### src/design/sia_pkg.sv
package sia_pkg;

    // default array depth
    localparam int CAPACITY_DEF = 32;

    // field widths
    localparam int VALUE_W  = 32;
    localparam int POS_W    = 6;
    localparam int COUNT_W  = 6;
    localparam int ACTION_W = 2;
    localparam int STATUS_W = 2;

    // packed stream widths
    localparam int S_TDATA_W = 40;
    localparam int M_TDATA_W = 40;

    // request actions
    typedef enum logic [ACTION_W-1:0] {
        ACT_INSERT = 2'd0,
        ACT_REMOVE = 2'd1,
        ACT_SETCNT = 2'd2,
        ACT_READ   = 2'd3
    } action_t;

    // result status codes
    typedef enum logic [STATUS_W-1:0] {
        ST_OK    = 2'd0,
        ST_FULL  = 2'd1,
        ST_EMPTY = 2'd2,
        ST_RANGE = 2'd3
    } status_t;

    // controller states
    typedef enum logic {
        S_IDLE = 1'b0,
        S_EXEC = 1'b1
    } state_t;

    // controller to datapath commands
    typedef struct packed {
        logic capture;
        logic execute;
    } sia_cmd_t;

endpackage

### src/design/sia_ctrl.sv
module sia_ctrl
(
    input  logic              clk,
    input  logic              rst_n,
    input  logic              s_tvalid,
    output logic              s_tready,
    output logic              m_tvalid,
    input  logic              m_tready,
    output sia_pkg::sia_cmd_t cmd
);

    sia_pkg::state_t state_reg;
    sia_pkg::state_t state_next;
    logic            out_valid_reg;
    logic            out_valid_next;
    logic            out_free;

    // output register can take a new result
    assign out_free = !out_valid_reg || m_tready;

    // state and result-valid registers
    always_ff @(posedge clk or negedge rst_n)
    begin
        if (!rst_n)
        begin
            state_reg     <= sia_pkg::S_IDLE;
            out_valid_reg <= 1'b0;
        end
        else
        begin
            state_reg     <= state_next;
            out_valid_reg <= out_valid_next;
        end
    end

    // next state and commands
    always_comb
    begin
        state_next     = state_reg;
        out_valid_next = out_valid_reg && !m_tready;
        s_tready       = 1'b0;
        cmd.capture    = 1'b0;
        cmd.execute    = 1'b0;
        case (state_reg)
            sia_pkg::S_IDLE:
            begin
                s_tready    = 1'b1;
                cmd.capture = s_tvalid;
                if (s_tvalid)
                begin
                    state_next = sia_pkg::S_EXEC;
                end
            end
            sia_pkg::S_EXEC:
            begin
                if (out_free)
                begin
                    cmd.execute    = 1'b1;
                    out_valid_next = 1'b1;
                    state_next     = sia_pkg::S_IDLE;
                end
            end
            default:
            begin
                state_next = sia_pkg::S_IDLE;
            end
        endcase
    end

    assign m_tvalid = out_valid_reg;

    // a pending result is never dropped
    assert property (@(posedge clk) disable iff (!rst_n)
        (out_valid_reg && !m_tready) |=> out_valid_reg)
        else $error("pending result lost");

    // a request is executed only while in the execute state
    assert property (@(posedge clk) disable iff (!rst_n)
        cmd.execute |-> (state_reg == sia_pkg::S_EXEC) && out_free)
        else $error("execute outside execute state");

endmodule

### src/design/sia_datapath.sv
module sia_datapath
#(
    parameter int CAPACITY = sia_pkg::CAPACITY_DEF
)
(
    input  logic                                clk,
    input  logic                                rst_n,
    input  sia_pkg::sia_cmd_t                   cmd,
    input  logic [sia_pkg::ACTION_W-1:0]        action,
    input  logic signed [sia_pkg::VALUE_W-1:0]  value,
    input  logic [sia_pkg::POS_W-1:0]           position,
    output logic signed [sia_pkg::VALUE_W-1:0]  read_value,
    output logic [sia_pkg::COUNT_W-1:0]         count,
    output logic [sia_pkg::STATUS_W-1:0]        status
);

    localparam int CNT_W = $clog2(CAPACITY + 1);
    localparam int IDX_W = $clog2(CAPACITY);

    // captured request
    logic [sia_pkg::ACTION_W-1:0]       act_reg;
    logic signed [sia_pkg::VALUE_W-1:0] val_reg;
    logic [sia_pkg::POS_W-1:0]          pos_reg;

    // array cells and entry count
    logic signed [sia_pkg::VALUE_W-1:0] cell_reg [CAPACITY];
    logic signed [sia_pkg::VALUE_W-1:0] cell_next [CAPACITY];
    logic [CNT_W-1:0]                   cnt_reg;
    logic [CNT_W-1:0]                   cnt_next;

    // result registers
    logic signed [sia_pkg::VALUE_W-1:0] rd_reg;
    logic signed [sia_pkg::VALUE_W-1:0] rd_next;
    logic [sia_pkg::STATUS_W-1:0]       st_reg;
    logic [sia_pkg::STATUS_W-1:0]       st_next;

    logic [CAPACITY-1:0] gt;
    logic [CAPACITY-1:0] above;
    logic                do_insert;
    logic [31:0]         pos_ext;
    logic [31:0]         cnt_ext;
    logic [IDX_W-1:0]    rd_idx;

    assign pos_ext = 32'(pos_reg);
    assign cnt_ext = 32'(cnt_reg);
    assign rd_idx  = IDX_W'(pos_ext);

    // request capture
    always_ff @(posedge clk)
    begin
        if (cmd.capture)
        begin
            act_reg <= action;
            val_reg <= value;
            pos_reg <= position;
        end
    end

    // per-cell compare: new value above a valid entry
    always_comb
    begin
        for (int i = 0; i < CAPACITY; i++)
        begin
            gt[i] = (val_reg > cell_reg[i]) && (32'(i) < cnt_ext);
        end
    end

    // any compare hit at or above each cell
    always_comb
    begin
        for (int i = 0; i < CAPACITY; i++)
        begin
            above[i] = |(gt & ({CAPACITY{1'b1}} << i));
        end
    end

    assign do_insert = (act_reg == sia_pkg::ACT_INSERT) && (cnt_ext < 32'(CAPACITY));

    // cell update: keep, take new value, or take lower neighbor
    always_comb
    begin
        for (int i = 0; i < CAPACITY; i++)
        begin
            cell_next[i] = cell_reg[i];
            if (do_insert)
            begin
                if (i == 0)
                begin
                    if (!above[0])
                    begin
                        cell_next[i] = val_reg;
                    end
                end
                else if (32'(i) <= cnt_ext)
                begin
                    if (!above[i-1])
                    begin
                        cell_next[i] = cell_reg[i-1];
                    end
                    else if (!above[i])
                    begin
                        cell_next[i] = val_reg;
                    end
                end
            end
        end
    end

    // count, status and read value
    always_comb
    begin
        cnt_next = cnt_reg;
        st_next  = sia_pkg::ST_OK;
        rd_next  = '0;
        case (act_reg)
            sia_pkg::ACT_INSERT:
            begin
                if (do_insert)
                begin
                    cnt_next = cnt_reg + CNT_W'(1);
                end
                else
                begin
                    st_next = sia_pkg::ST_FULL;
                end
            end
            sia_pkg::ACT_REMOVE:
            begin
                if (cnt_reg == '0)
                begin
                    st_next = sia_pkg::ST_EMPTY;
                end
                else
                begin
                    cnt_next = cnt_reg - CNT_W'(1);
                end
            end
            sia_pkg::ACT_SETCNT:
            begin
                if (pos_ext > 32'(CAPACITY))
                begin
                    st_next = sia_pkg::ST_RANGE;
                end
                else
                begin
                    cnt_next = CNT_W'(pos_ext);
                end
            end
            sia_pkg::ACT_READ:
            begin
                if (pos_ext >= cnt_ext || pos_ext >= 32'(CAPACITY))
                begin
                    st_next = sia_pkg::ST_RANGE;
                end
                else
                begin
                    rd_next = cell_reg[rd_idx];
                end
            end
            default:
            begin
                st_next = sia_pkg::ST_OK;
            end
        endcase
    end

    // cells and count, cleared at reset
    always_ff @(posedge clk or negedge rst_n)
    begin
        if (!rst_n)
        begin
            cnt_reg <= '0;
            for (int i = 0; i < CAPACITY; i++)
            begin
                cell_reg[i] <= '0;
            end
        end
        else if (cmd.execute)
        begin
            cnt_reg <= cnt_next;
            for (int i = 0; i < CAPACITY; i++)
            begin
                cell_reg[i] <= cell_next[i];
            end
        end
    end

    // result register
    always_ff @(posedge clk)
    begin
        if (cmd.execute)
        begin
            rd_reg <= rd_next;
            st_reg <= st_next;
        end
    end

    assign read_value = rd_reg;
    assign count      = sia_pkg::COUNT_W'(cnt_reg);
    assign status     = st_reg;

    // count stays within capacity
    assert property (@(posedge clk) disable iff (!rst_n)
        32'(cnt_reg) <= 32'(CAPACITY))
        else $error("count above capacity");

    // a successful insert grows the count by one
    assert property (@(posedge clk) disable iff (!rst_n)
        (cmd.execute && do_insert) |=> cnt_reg == $past(cnt_reg) + CNT_W'(1))
        else $error("insert did not grow count");

    // only reads return data
    assert property (@(posedge clk) disable iff (!rst_n)
        (cmd.execute && act_reg != sia_pkg::ACT_READ) |=> rd_reg == '0)
        else $error("nonzero read value on non-read");

endmodule

### src/design/sorted_insert_array.sv
// sorted_insert_array: bounded array of signed 32-bit values kept in
// ascending order, driven by one request per input transfer.
// input stream (s_*): s_tuser carries the action (insert, remove last,
// set count, read); s_tdata carries the value and the position.
// output stream (m_*): one result per request, with the read value, the
// entry count after the request, and a status code on m_tuser.
// a request is captured in the idle state and executed in the execute state
// once the output register is free; m_tvalid is registered and rises after
// execution. a new request is taken only after the previous one has executed,
// as set by the capture/execute sequence of the controller; the insert itself
// is combinational through a row of compare-and-shift cells.
// the output register lets a new request be taken while the previous result
// waits; a stalled receiver holds the next request in its execute cycle
// until the output register frees, so no result is lost or repeated.
// reset clears every cell, the entry count, the result valid flag and the
// controller state at once; the block accepts requests as soon as reset is
// released.
module sorted_insert_array
#(
    parameter int CAPACITY = sia_pkg::CAPACITY_DEF
)
(
    input  logic                          clk,
    input  logic                          rst_n,
    input  logic                          s_tvalid,
    output logic                          s_tready,
    input  logic [sia_pkg::S_TDATA_W-1:0] s_tdata,  // value[31:0], position[37:32], zero pad
    input  logic [sia_pkg::ACTION_W-1:0]  s_tuser,  // action[1:0]
    output logic                          m_tvalid,
    input  logic                          m_tready,
    output logic [sia_pkg::M_TDATA_W-1:0] m_tdata,  // read_value[31:0], count[37:32], zero pad
    output logic [sia_pkg::STATUS_W-1:0]  m_tuser   // status[1:0]
);

    sia_pkg::sia_cmd_t                  cmd;
    logic signed [sia_pkg::VALUE_W-1:0] read_value;
    logic [sia_pkg::COUNT_W-1:0]        count;
    logic [sia_pkg::STATUS_W-1:0]       status;

    // sequencing
    sia_ctrl u_ctrl
    (
        .clk      (clk),
        .rst_n    (rst_n),
        .s_tvalid (s_tvalid),
        .s_tready (s_tready),
        .m_tvalid (m_tvalid),
        .m_tready (m_tready),
        .cmd      (cmd)
    );

    // array cells and result
    sia_datapath #(
        .CAPACITY (CAPACITY)
    ) u_datapath
    (
        .clk        (clk),
        .rst_n      (rst_n),
        .cmd        (cmd),
        .action     (s_tuser),
        .value      (s_tdata[31:0]),
        .position   (s_tdata[37:32]),
        .read_value (read_value),
        .count      (count),
        .status     (status)
    );

    // output packing
    assign m_tdata = {2'b00, count, read_value};
    assign m_tuser = status;

endmodule
### config.mk
export PLATFORM = sky130hd
export DESIGN_NAME = sorted_insert_array
export DESIGN_NICKNAME = d
export VERILOG_FILES = /design/src/design/sia_pkg.sv /design/src/design/sia_ctrl.sv /design/src/design/sia_datapath.sv /design/src/design/sorted_insert_array.sv
export SDC_FILE = /design/constraint.sdc
export NUM_CORES = 2
export LEC_CHECK = 0
export BUFFER_PORTS_ARGS = -buffer_cell sky130_fd_sc_hd__buf_2
export CORE_UTILIZATION = 60
export DETAILED_ROUTE_END_ITERATION = 7
export PLACE_DENSITY_LB_ADDON = 0.2
export RECOVER_POWER = 25
export SETUP_SLACK_MARGIN = 0.4
export SLEW_MARGIN = 20
export SYNTH_ARGS = -nofsm -noshare
export SYNTH_HDL_FRONTEND = slang
export SYNTH_SLANG_ARGS = --single-unit
### constraint.sdc
create_clock -name clk -period 6.3 [get_ports clk]
set_clock_uncertainty 0.15 [all_clocks]
set_input_delay 1.26 -clock clk [delete_from_list [all_inputs] [get_ports clk]]
set_output_delay 1.26 -clock clk [all_outputs]
set_load 0.01 [all_outputs]
==> results.json <==
{
  "place_area_sq_um": 88200,
  "cts.sinks": 1106,
  "crit_path_start_kind": "flop",
  "cp-end-kind": "flop",
  "cp.required_ns": 6.81,
  "die_x_um": 378,
  "path_class": "flop to flop",
  "ys_seq_area_share_pct": 33.1,
  "setup_viol_count_final": 0,
  "drcViolationCount": 0,
  "p_per_area_nw_per_um2": 375,
  "pre_cts_slack_ns": 0.535,
  "drive_gt1_share_pct": 10.9,
  "max-slew-margin-rel_pct": -202,
  "postRouteWirelength_um": 249000,
  "path_clk_slew_ns": 0.05,
  "io_pins": 90,
  "max_stage_delay_ns": 0.75,
  "syn_inst": 8620,
  "via_count": 67600,
  "grt_pass1_wl_um": 387000,
  "finalCritPeriodShare_pct": 91.3,
  "synthFlopType": "dfrtp_1",
  "antenna_left": 0,
  "worst_skew_pair.late_latency_ns": 0.79,
  "fin_nets": 9702,
  "synth_seq_cells": 1106,
  "drt_iter0_drc": 6481,
  "synth_area_sq_um": 84700,
  "track_usage_pct": 34.9,
  "tightest_slew_ns": 4.53,
  "die-area_sq_um": 143000,
  "syn_to_final_growth_pct": 9.81,
  "largest_register_ffs": 1024,
  "start_util_pct": 60.6,
  "async_reset_ff_share_pct": 93.3,
  "finalMaxSlewViolations": 67,
  "n_antenna_cell": 0,
  "period_needed_ns": 5.75,
  "hold_buffers": 0,
  "core_area_sq_um": 140000,
  "design_area_sq_um": 93000,
  "failed_checks": "capacitance limit, slew limit",
  "cap_violations": 1,
  "antenna_found_initial": 2,
  "final.setup.tns_ns": 0,
  "path_cells": "buf_4 > ha_1 > and4_1 > a221oi_1 > nor3_1 > nor3_1 > mux2i_4 > a2111oi_1 > nand4_1 > buf_4 > nor4_4 > nand3b_1 > buf_4 > mux2_1",
  "die_h_um": 378,
  "cts.path.max_buffers": 3,
  "vdd_ir_drop_max_v": 0.000406,
  "cp_slowest_cell": "a221oi_1",
  "cts_buffers": 136,
  "p_leak_nw": 44.1,
  "cp_max_fo": 43,
  "first_global_vias": 65700,
  "critPathBufInv": 3,
  "port_buffers": 85,
  "fillers": 10800,
  "viasPerCell": 6.38,
  "fmaxAchievable_mhz": 174,
  "wl_per_cell_um": 23.5,
  "ys_warn_count": 0,
  "avgSynthCellArea_sq_um": 9.82,
  "grt.overflow.total": 0,
  "synth_cell_type_count": 86,
  "crit_family": "simple AND/OR/NAND/NOR gates",
  "setup_ws_ns": 0.550,
  "crit_top_cell": "buf_4",
  "rsz0062_at_grt": "no",
  "critPathArrivalTime_ns": 6.26,
  "htreeDepth": 4,
  "status": "complete, but fails checks",
  "grt_max_degree": 138,
  "dp_hpwl_um": 184000,
  "root_buffer": "clkbuf_16",
  "hold_viol": 0,
  "cts_tree": "done",
  "rows": 137,
  "synth_edf_count": 74,
  "hp-class": "flop to flop",
  "gp_congestion": 0.982,
  "drt_pass1_iterations": 6
}
[where the power goes]
| part | internal [mW] | switching, mW | total, mW |
|---|---|---|---|
| clock network | 4.98 | 3.27 | 8.25 |
| registers | 8.55 | 1.45 | 10.0 |
| logic | 6.58 | 10.0 | 16.6 |
| total | 20.1 | 14.7 | 34.8 |
[stage by stage]
| stage | std cells | hold WS [ns] | power [mW] | util [%] |
|---|---|---|---|---|
| global route | 10600 | 0.389 | 36.8 | 66.6 |
| floorplan | 8621 | 0.316 | 21.0 | - |
| global placement | 10300 | 0.337 | 25.5 | 63.2 |
| CTS | 10600 | 0.321 | 34.5 | 66.4 |
| detailed placement | 10300 | 0.344 | 26.2 | 63.2 |
| finish | 10600 | 0.355 | 34.8 | 66.6 |
[metal layers]
layer | vias up | global-route usage (%) | part of all wire [%] | routed length (um)
met5 | - | 0 | 0.0060 | 15
met2 | 2483 | 51.2 | 43 | 107000
met1 | 33600 | 51.5 | 45 | 113000
met4 | 2 | 14.1 | 4.1 | 10300
li1 | 31000 | - | - | -
met3 | 447 | 5.39 | 7.3 | 18200
[path summary, 6_finish.rpt]
check | from | endpoint | slack (ns) | cells past startpoint
max | u_datapath.val_reg[22] | u_datapath.cell_reg[1013] | 0.55 | 14
min reg2reg | u_datapath.cell_reg[167] | u_datapath.cell_reg[167] | 0.36 | 2
min | u_datapath.cell_reg[167] | u_datapath.cell_reg[167] | 0.36 | 2
max reg2reg | u_datapath.val_reg[22] | u_datapath.cell_reg[1013] | 0.55 | 14
min in group asynchronous | rst_n | u_datapath.cell_reg[998] | 2.16 | 1
max in group asynchronous | rst_n | u_datapath.cell_reg[687] | 0.99 | 2
[logic make-up after synthesis]
kind of cell,Yosys count,share of synthesized area (%)
xor+xnor,9,0.0931
simple gates,1668,9.12
flops,1106,33.1
buf+inv,1521,6.88
mux,1644,24.3
other cells,1,0.00443
compound gates,1631,11.1
fa+ha+maj,1040,15.4
[layout make-up]
class	count	area [sq um]	share of cell area, %
well taps	1876	2350	2.52
repair buffers	339	2920	3.14
multi-input cells	5994	51200	55.0
flip-flops and latches	1106	28000	30.2
clock inverters	39	561	0.603
clock buffers	197	4020	4.33
inverters	1039	3900	4.19
[Yosys cell counts, types with 5 or more instances]
cell type | instances | area (sq um)
o211ai_1 | 38 | 285
nand3_1 | 95 | 475
and3_1 | 13 | 81.3
nand2b_1 | 19 | 119
o31ai_1 | 10 | 75.1
o21ai_0 | 331 | 1660
o22a_1 | 32 | 280
mux2_1 | 31 | 349
dfrtp_1 | 1032 | 25800
mux2i_1 | 1261 | 12600
a21o_1 | 98 | 736
a2111o_1 | 5 | 56.3
a31oi_1 | 56 | 350
buf_4 | 8 | 60.1
o31a_1 | 12 | 105
a221oi_1 | 28 | 245
nand4_1 | 196 | 1230
a221o_1 | 18 | 180
mux4_2 | 320 | 7210
mux2_2 | 32 | 360
ha_1 | 1040 | 13000
nor2b_1 | 49 | 307
nand2_1 | 520 | 1950
nor4_1 | 42 | 263
o2111ai_1 | 5 | 43.8
nor3b_1 | 8 | 60.1
xnor2_1 | 7 | 61.3
o21a_1 | 18 | 135
clkbuf_1 | 340 | 1280
nor3_1 | 31 | 155
buf_2 | 70 | 350
inv_1 | 1037 | 3890
a2111oi_0 | 11 | 96.3
buf_1 | 64 | 240
a211oi_1 | 22 | 165
nor2_1 | 597 | 2240
and4_1 | 40 | 350
or3_1 | 21 | 131
edfxtp_1 | 74 | 2220
a21boi_0 | 27 | 203
or4_1 | 6 | 45.0
a21oi_1 | 870 | 4350
[cells in the final DEF (no fill, tap or decap), types with 14 or more instances in the layout]
cell type     n
clkbuf_1     44
nand4_1     196
and4_1       39
nor3_1       26
a21boi_0     27
o21a_1       18
clkbuf_16   143
mux2i_1    1259
o22a_1       32
buf_12       49
a211oi_1     22
a221oi_1     26
a21o_1       98
or3_1        19
mux2_1       31
nor2_1      590
ha_1       1040
nand2_1     518
nand3_1      89
o21ai_0     331
bufinv_16    14
buf_2        70
a21oi_1     868
dfrtp_1    1032
nor4_1       33
a221o_1      18
inv_1      1036
mux4_2      320
nor2b_1      48
clkbuf_8     24
a31oi_1      56
edfxtp_1     74
buf_4       201
o211ai_1     38
nand2b_1     19
mux2_2       32
[worst register-to-register path, delay by kind of cell (launching register included)]
| family | cells | cell delay, ns |
|---|---|---|
| adder cells (fa/ha/maj) | 1 | 0.40 |
| buffers and inverters | 3 | 1.13 |
| AND/OR/NAND/NOR | 6 | 1.60 |
| AO/OA/AOI/OAI | 2 | 1.24 |
| multiplexers | 2 | 0.50 |
| flip-flops | 1 | 0.60 |
[repair_timing]
item / 4_1_cts / 5_1_grt
setup buffers: 0 / 12
endpoints found under the setup margin: 0 / 595
resized for setup: 0 / 10
No activity file was read; power rests on OpenSTA's default activity.
